`src/hdl/dwbm_pkg.sv`:
```
// shared types, constants and boot image for the delayed write bank mapper
`default_nettype none

package dwbm_pkg;

  localparam int BANK_BYTES_DEF = 2048;

  localparam logic [11:0] ADDR_CFG = 12'hFF8;
  localparam logic [1:0]  BANK_ROM = 2'd3;
  localparam logic [31:0] DUE_GAP  = 32'd5;

  localparam int BOOT_LEN = 294;
  localparam int BOOT_AW  = $clog2(BOOT_LEN);
  localparam logic [7:0] BOOT_FILL = 8'h02;
  localparam logic [7:0] VEC_LO    = 8'h0A;
  localparam logic [7:0] VEC_HI    = 8'hF8;

  localparam logic [7:0] BOOT_CODE [BOOT_LEN] = '{
    8'ha5,8'hfa,8'h85,8'h80,8'h4c,8'h18,8'hf8,8'hff, 8'hff,8'hff,8'h78,8'hd8,8'ha0,8'h00,8'ha2,8'h00,
    8'h94,8'h00,8'he8,8'hd0,8'hfb,8'h4c,8'h50,8'hf8, 8'ha2,8'h00,8'hbd,8'h06,8'hf0,8'had,8'hf8,8'hff,
    8'ha2,8'h00,8'had,8'h00,8'hf0,8'hea,8'hbd,8'h00, 8'hf7,8'hca,8'hd0,8'hf6,8'h4c,8'h50,8'hf8,8'hff,
    8'hff,8'hff,8'hff,8'hff,8'hff,8'hff,8'hff,8'hff, 8'hff,8'hff,8'hff,8'hff,8'hff,8'hff,8'hff,8'hff,
    8'hff,8'hff,8'hff,8'hff,8'hff,8'hff,8'hff,8'hff, 8'hff,8'hff,8'hff,8'hff,8'hff,8'hff,8'hff,8'hff,
    8'ha2,8'h03,8'hbc,8'h22,8'hf9,8'h94,8'hfa,8'hca, 8'h10,8'hf8,8'ha0,8'h00,8'ha2,8'h28,8'h94,8'h04,
    8'hca,8'h10,8'hfb,8'ha2,8'h1c,8'h94,8'h81,8'hca, 8'h10,8'hfb,8'ha9,8'hff,8'hc9,8'h00,8'hd0,8'h03,
    8'h4c,8'h13,8'hf9,8'ha9,8'h00,8'h85,8'h1b,8'h85, 8'h1c,8'h85,8'h1d,8'h85,8'h1e,8'h85,8'h1f,8'h85,
    8'h19,8'h85,8'h1a,8'h85,8'h08,8'h85,8'h01,8'ha9, 8'h10,8'h85,8'h21,8'h85,8'h02,8'ha2,8'h07,8'hca,
    8'hca,8'hd0,8'hfd,8'ha9,8'h00,8'h85,8'h20,8'h85, 8'h10,8'h85,8'h11,8'h85,8'h02,8'h85,8'h2a,8'ha9,
    8'h05,8'h85,8'h0a,8'ha9,8'hff,8'h85,8'h0d,8'h85, 8'h0e,8'h85,8'h0f,8'h85,8'h84,8'h85,8'h85,8'ha9,
    8'hf0,8'h85,8'h83,8'ha9,8'h74,8'h85,8'h09,8'ha9, 8'h0c,8'h85,8'h15,8'ha9,8'h1f,8'h85,8'h17,8'h85,
    8'h82,8'ha9,8'h07,8'h85,8'h19,8'ha2,8'h08,8'ha0, 8'h00,8'h85,8'h02,8'h88,8'hd0,8'hfb,8'h85,8'h02,
    8'h85,8'h02,8'ha9,8'h02,8'h85,8'h02,8'h85,8'h00, 8'h85,8'h02,8'h85,8'h02,8'h85,8'h02,8'ha9,8'h00,
    8'h85,8'h00,8'hca,8'h10,8'he4,8'h06,8'h83,8'h66, 8'h84,8'h26,8'h85,8'ha5,8'h83,8'h85,8'h0d,8'ha5,
    8'h84,8'h85,8'h0e,8'ha5,8'h85,8'h85,8'h0f,8'ha6, 8'h82,8'hca,8'h86,8'h82,8'h86,8'h17,8'he0,8'h0a,
    8'hd0,8'hc3,8'ha9,8'h02,8'h85,8'h01,8'ha2,8'h1c, 8'ha0,8'h00,8'h84,8'h19,8'h84,8'h09,8'h94,8'h81,
    8'hca,8'h10,8'hfb,8'ha6,8'h80,8'hdd,8'h00,8'hf0, 8'ha9,8'h9a,8'ha2,8'hff,8'ha0,8'h00,8'h9a,8'h4c,
    8'hfa,8'h00,8'hcd,8'hf8,8'hff,8'h4c
  };

  typedef struct packed {
    logic        command;
    logic [11:0] address;
    logic [31:0] access_count;
  } dwbm_in_t;

  typedef struct packed {
    logic [7:0] read_data;
    logic       rom_powered;
    logic       write_enabled;
    logic [1:0] lower_bank;
    logic [1:0] upper_bank;
  } dwbm_out_t;

  typedef struct packed {
    logic capture;
    logic update;
    logic fetch;
  } dwbm_cmd_t;

  function automatic logic [7:0] boot_byte(input logic [11:0] idx);
    logic [7:0] b;
    if (idx < 12'(BOOT_LEN)) begin
      b = BOOT_CODE[idx[BOOT_AW-1:0]];
    end else begin
      b = BOOT_FILL;
    end
    return b;
  endfunction

  function automatic logic [1:0] map_lower(input logic [2:0] m);
    logic [1:0] b;
    case (m)
      3'd0: b = 2'd2;
      3'd1: b = 2'd0;
      3'd2: b = 2'd2;
      3'd3: b = 2'd0;
      3'd4: b = 2'd2;
      3'd5: b = 2'd1;
      3'd6: b = 2'd2;
      3'd7: b = 2'd1;
      default: b = 2'd2;
    endcase
    return b;
  endfunction

  function automatic logic [1:0] map_upper(input logic [2:0] m);
    logic [1:0] b;
    case (m)
      3'd0: b = 2'd3;
      3'd1: b = 2'd3;
      3'd2: b = 2'd0;
      3'd3: b = 2'd2;
      3'd4: b = 2'd3;
      3'd5: b = 2'd3;
      3'd6: b = 2'd1;
      3'd7: b = 2'd2;
      default: b = 2'd3;
    endcase
    return b;
  endfunction

endpackage

`default_nettype wire

```
`src/hdl/dwbm_ctrl.sv`:
```
// sequencer for the mapper: take, update, memory read, present
`default_nettype none

module dwbm_ctrl
  import dwbm_pkg::*;
(
  input  wire logic      clk,
  input  wire logic      rst_n,
  input  wire logic      start,
  output logic           busy,
  output dwbm_cmd_t      cmd,
  output logic           out_strobe
);

  typedef enum logic [3:0] {
    ST_IDLE = 4'b0001,
    ST_UPD  = 4'b0010,
    ST_RD   = 4'b0100,
    ST_OUT  = 4'b1000
  } ctrl_state_t;

  ctrl_state_t state_r, state_nxt;

  always_comb begin
    state_nxt = state_r;
    case (state_r)
      ST_IDLE: begin
        if (start) state_nxt = ST_UPD;
      end
      ST_UPD:  state_nxt = ST_RD;
      ST_RD:   state_nxt = ST_OUT;
      ST_OUT:  state_nxt = ST_IDLE;
      default: state_nxt = ST_IDLE;
    endcase
  end

  always_ff @(posedge clk) begin
    if (!rst_n) begin
      state_r <= ST_IDLE;
    end else begin
      state_r <= state_nxt;
    end
  end

  assign busy        = (state_r != ST_IDLE);
  assign cmd.capture = (state_r == ST_IDLE) && start;
  assign cmd.update  = (state_r == ST_UPD);
  assign cmd.fetch   = (state_r == ST_RD);
  assign out_strobe  = (state_r == ST_OUT);

endmodule

`default_nettype wire

```
`config.mk`:
```
export PLATFORM = sky130hd
export DESIGN_NAME = dwbm_ctrl
export DESIGN_NICKNAME = d
export VERILOG_FILES = /design/src/hdl/dwbm_pkg.sv /design/src/hdl/dwbm_ctrl.sv
export SDC_FILE = /design/constraint.sdc
export NUM_CORES = 1
export LEC_CHECK = 0
export BUFFER_PORTS_ARGS = -buffer_cell sky130_fd_sc_hd__buf_4
export CAP_MARGIN = 10
export CORE_AREA = 5 5 42 44
export DETAILED_ROUTE_END_ITERATION = 6
export DIE_AREA = 0 0 47 49
export PLACE_DENSITY_LB_ADDON = 0.12
export SYNTH_ARGS = -nofsm -noshare
export SYNTH_HDL_FRONTEND = slang
export SYNTH_SLANG_ARGS = --single-unit
export TNS_END_PERCENT = 50
```
`constraint.sdc`:
```
create_clock -name clk -period 3.5 [get_ports clk]
set_input_delay 0.7 -clock clk [delete_from_list [all_inputs] [get_ports clk]]
set_output_delay 0.7 -clock clk [all_outputs]
set_load 0.05 [all_outputs]
```
## Yosys cells after proc, flatten, opt, wreduce, memory -nomap -nowiden

Index checks and enable logic that the tools add are counted.

- Eq/ne operators: 6
- Multiplexer cells: 2
- Reduce and logical (&&, ||, !) cells: 1

Operator list:

| kind | number |
|---|---|
| $pmux W4 S3 | 1 |
| $eq A4 B1 Y1 const B | 1 |
| $eq A4 B2 Y1 const B | 1 |
| $eq A4 B3 Y1 const B | 1 |
| $eq A4 B4 Y1 const B | 1 |
| $mux W4 | 1 |
| $ne A4 B1 Y1 const B | 1 |
| $ne A2 B2 Y1 const B | 1 |
| $logic_and A1 B1 Y1 | 1 |

- Register bits after elaboration: 4
- Logic and storage cells: 10

## Logic depth before layout (Yosys ltp)

- Word-level depth: 2
- Gate-level depth with buffers: 3
- Mapped depth without buffers: 2

## Worst setup path before layout

Ideal clock, no wire load.

- Path type: reg-to-output
- Start point: register state_r[3]
- End point: output out_strobe
- Data arrival time: 2025 ps
- Required time: 2800 ps
- Path slack: 775 ps
- Cell stages (with the launch flop): 2
- Buffers on the path: 0
- Path through: dfxtp_1 > nor4b_1

- Word-level cells in the longest chain between the ends: 1

RTL lines:

| element | RTL line | RTL |
|---|---|---|
| start: declaration | dwbm_ctrl.sv:22 | `ctrl_state_t state_r, state_nxt;` |
| start signal: assignment | dwbm_ctrl.sv:41 | `state_r <= state_nxt;` |
| $eq A4 B4 Y1 | dwbm_ctrl.sv:49 | `assign out_strobe = (state_r == ST_OUT);` |
| end: declaration | dwbm_ctrl.sv:12 | `output logic out_strobe` |

No other way between the ends.

==> results.cfg <==
[global_routing]
grt_max_degree = 7
grt_pass1_vias = 190
track_usage_pct = 5.13
grt_antenna_before_repair = 0
grt_overflow_total = 0
grt_pass1_wl_um = 772

[routing]
top_layer_used = met3
drc = 0
wl_um = 466
via_count = 173
drt.antenna.violating_nets = 0
met1_length_um = 226
met3_length_um = 13
vias_per_cell = 3.84
first_pass_iters = 3
drtIter0Drc = 1
wl_met2_um = 225
drt-wirelength-per-cell_um = 10.4

[sta]
setup_viol = 0
fmax_mhz = 485
rsz0062_at_grt = false
fin_skew_ns = 0.000200
tns_ns = 0
final_max_slew_viol_count = 0
slew_headroom_pct = 75.6
timing.final.crit_share_pct = 58.9
period_needed_ns = 2.06
hold_violations = 0
tightest_slew_ns = 0.361

[clocking]
post_cts_resized = 0
cts_root_buf = clkbuf_4
cts_max_path_buffers = 2
cts-hold-fix-buffers = 0
clk_pin_slew_ns = 0.04
clkSinkCount = 4
clk_latency_ns = 0.23
post_cts.repair.setup_buffers = 0
cts_tree = done
h-tree-depth = 1
numCtsBuffers = 3

[critical_path]
endpoint_kind = output pin
crit_fanout = 6
r2r_end = state_r[0]$_SDFFE_PN1P_
worstSetupStartpoint = state_r[2]$_SDFFE_PN0P_
criticalPathCategory = reg2out
ff2ff_path_depth = 2
startpoint_type = flop
r2r-start = state_r[0]$_SDFFE_PN1P_
r2r_setup_slack_ns = 2.45
required_ns = 2.80
crit_arrival_ns = 1.36

[layout]
fin_nets = 34
fin_area_um2 = 289
largest_reg_flops = 4
mostFrequentLayoutCells = buf_4 (7), dfxtp_1 (4), and2_1 (3), clkbuf_4 (3)
drive_gt1_share_pct = 37.9
top_register = state_r
layout_commonest_cell = buf_4
area_growth_pct = 43.5
top_regs = state_r (4)
antenna_cells = 0

[yosys]
yosys.area.top_type = dfxtp_1
syn-cell-area_um2 = 201
yosysSeqAreaShare_pct = 39.8
ys_ff_latch = 4
syn_inst = 20
synth_nets = 23
yosysWarnings = 0
synth_top_cell_area_share_pct = 39.8
synthTopCellsByArea = dfxtp_1 (40%), and2_1 (9.3%), nor4b_1 (8.7%)
syn_avg_cell_area_um2 = 10.1
synth.distinct_cells = 13

[worst_hold_path]
hold_path_end = state_r[0]$_SDFFE_PN1P_
hp-start = state_r[2]$_SDFFE_PN0P_
min_path_type = reg2reg
hold_depth = 2

[power_and_ir_drop]
p_sw_uw = 36.7
p_leak_nw = 0.127
power_frac_clock_pct = 42.5
swShare_pct = 27.6
p_per_area_nw_per_um2 = 460
seqPwrFrac_pct = 38.4
combPwrFrac_pct = 19.1
internal_power_uw = 96.1
vdd_drop_max_uv = 86.3

[placement]
dpl_cell_area_um2 = 267
dpl.hpwl_um = 353
gp_congestion = 0.632
io_buffers = 7

[floorplanning]
fp.dieArea_um2 = 2300
core-area_um2 = 1400
rows = 14
start_util_pct = 14.4
fp.dieH_um = 49
dieWidth_um = 47
io_pins = 8

[flow_run]
cap_violations = 0

[run_status]
status = finished clean
==> layout make-up <==
class,instances,area (µm²)
clock buffers,3,22.5
fillers,169,1110
inverters,1,3.75
multi-input cells,14,110
flip-flops and latches,4,80.1
well taps,16,20.0
repair buffers,7,52.6
==> worst max-delay path, cell delays in order (launching register included) <==
cell and delay [ns]:
dfxtp_1 0.43, or3b_1 0.40, nor2_1 0.10, buf_4 0.20
==> metal layers <==
| layer | up-vias | GRT usage [%] |
|---|---|---|
| met1 | 79 | 6.55 |
| met4 | 0 | 8.29 |
| li1 | 89 | - |
| met3 | 0 | 1.11 |
| met5 | - | 0 |
| met2 | 5 | 4.98 |
==> cells by family (layout without fill, tap and decap cells) <==
family | Yosys count | in the layout | share of synthesized area (%)
AND/OR/NAND/NOR | 12 | 12 | 46.6
AO/OA/AOI/OAI | 1 | 1 | 3.73
XOR/XNOR | 1 | 1 | 4.35
buffers and inverters | 2 | 11 | 5.59
flip-flops | 4 | 4 | 39.8
==> power by group through the flow <==
stage               clock network, mW  logic, mW  registers [mW]
global placement                    0     0.0254          0.0516
global route                   0.0656     0.0268          0.0514
finish                         0.0565     0.0254          0.0510
detailed placement                  0     0.0255          0.0517
CTS                            0.0601     0.0257          0.0509
floorplan                           0     0.0181          0.0506
==> synthesized netlist by cell type <==
master    n
nor4b_1   2
buf_4     1
xor2_1    1
inv_1     1
a22oi_1   1
nor2b_1   2
and2_1    3
dfxtp_1   4
nor4bb_1  1
nor2_1    1
nor4b_2   1
nor3b_1   1
or3b_1    1
==> how the worst max path moves through the flow <==
stage,cells past startpoint,to
6_report,3,cmd[0]
5_1_grt,3,cmd[2]
4_1_cts,3,cmd[2]
3_5_place_dp,3,cmd[0]
3_3_place_gp,3,cmd[2]
2_1_floorplan,1,out_strobe
==> metrics by stage <==
step | hold WS, ns | cells | setup WS, ns | power (mW) | util (%)
4_1_cts | 0.649 | 45 | 1.40 | 0.137 | 20.6
5_1_grt | 0.669 | 45 | 1.34 | 0.144 | 20.6
3_5_place_dp | 0.646 | 42 | 1.66 | 0.0771 | 19.0
3_3_place_gp | 0.626 | 42 | 1.68 | 0.0771 | 19.0
2_1_floorplan | 0.587 | 20 | 0.775 | 0.0687 | -
6_report | 0.640 | 45 | 1.44 | 0.133 | 20.6
(Power assumes the default switching activity.)
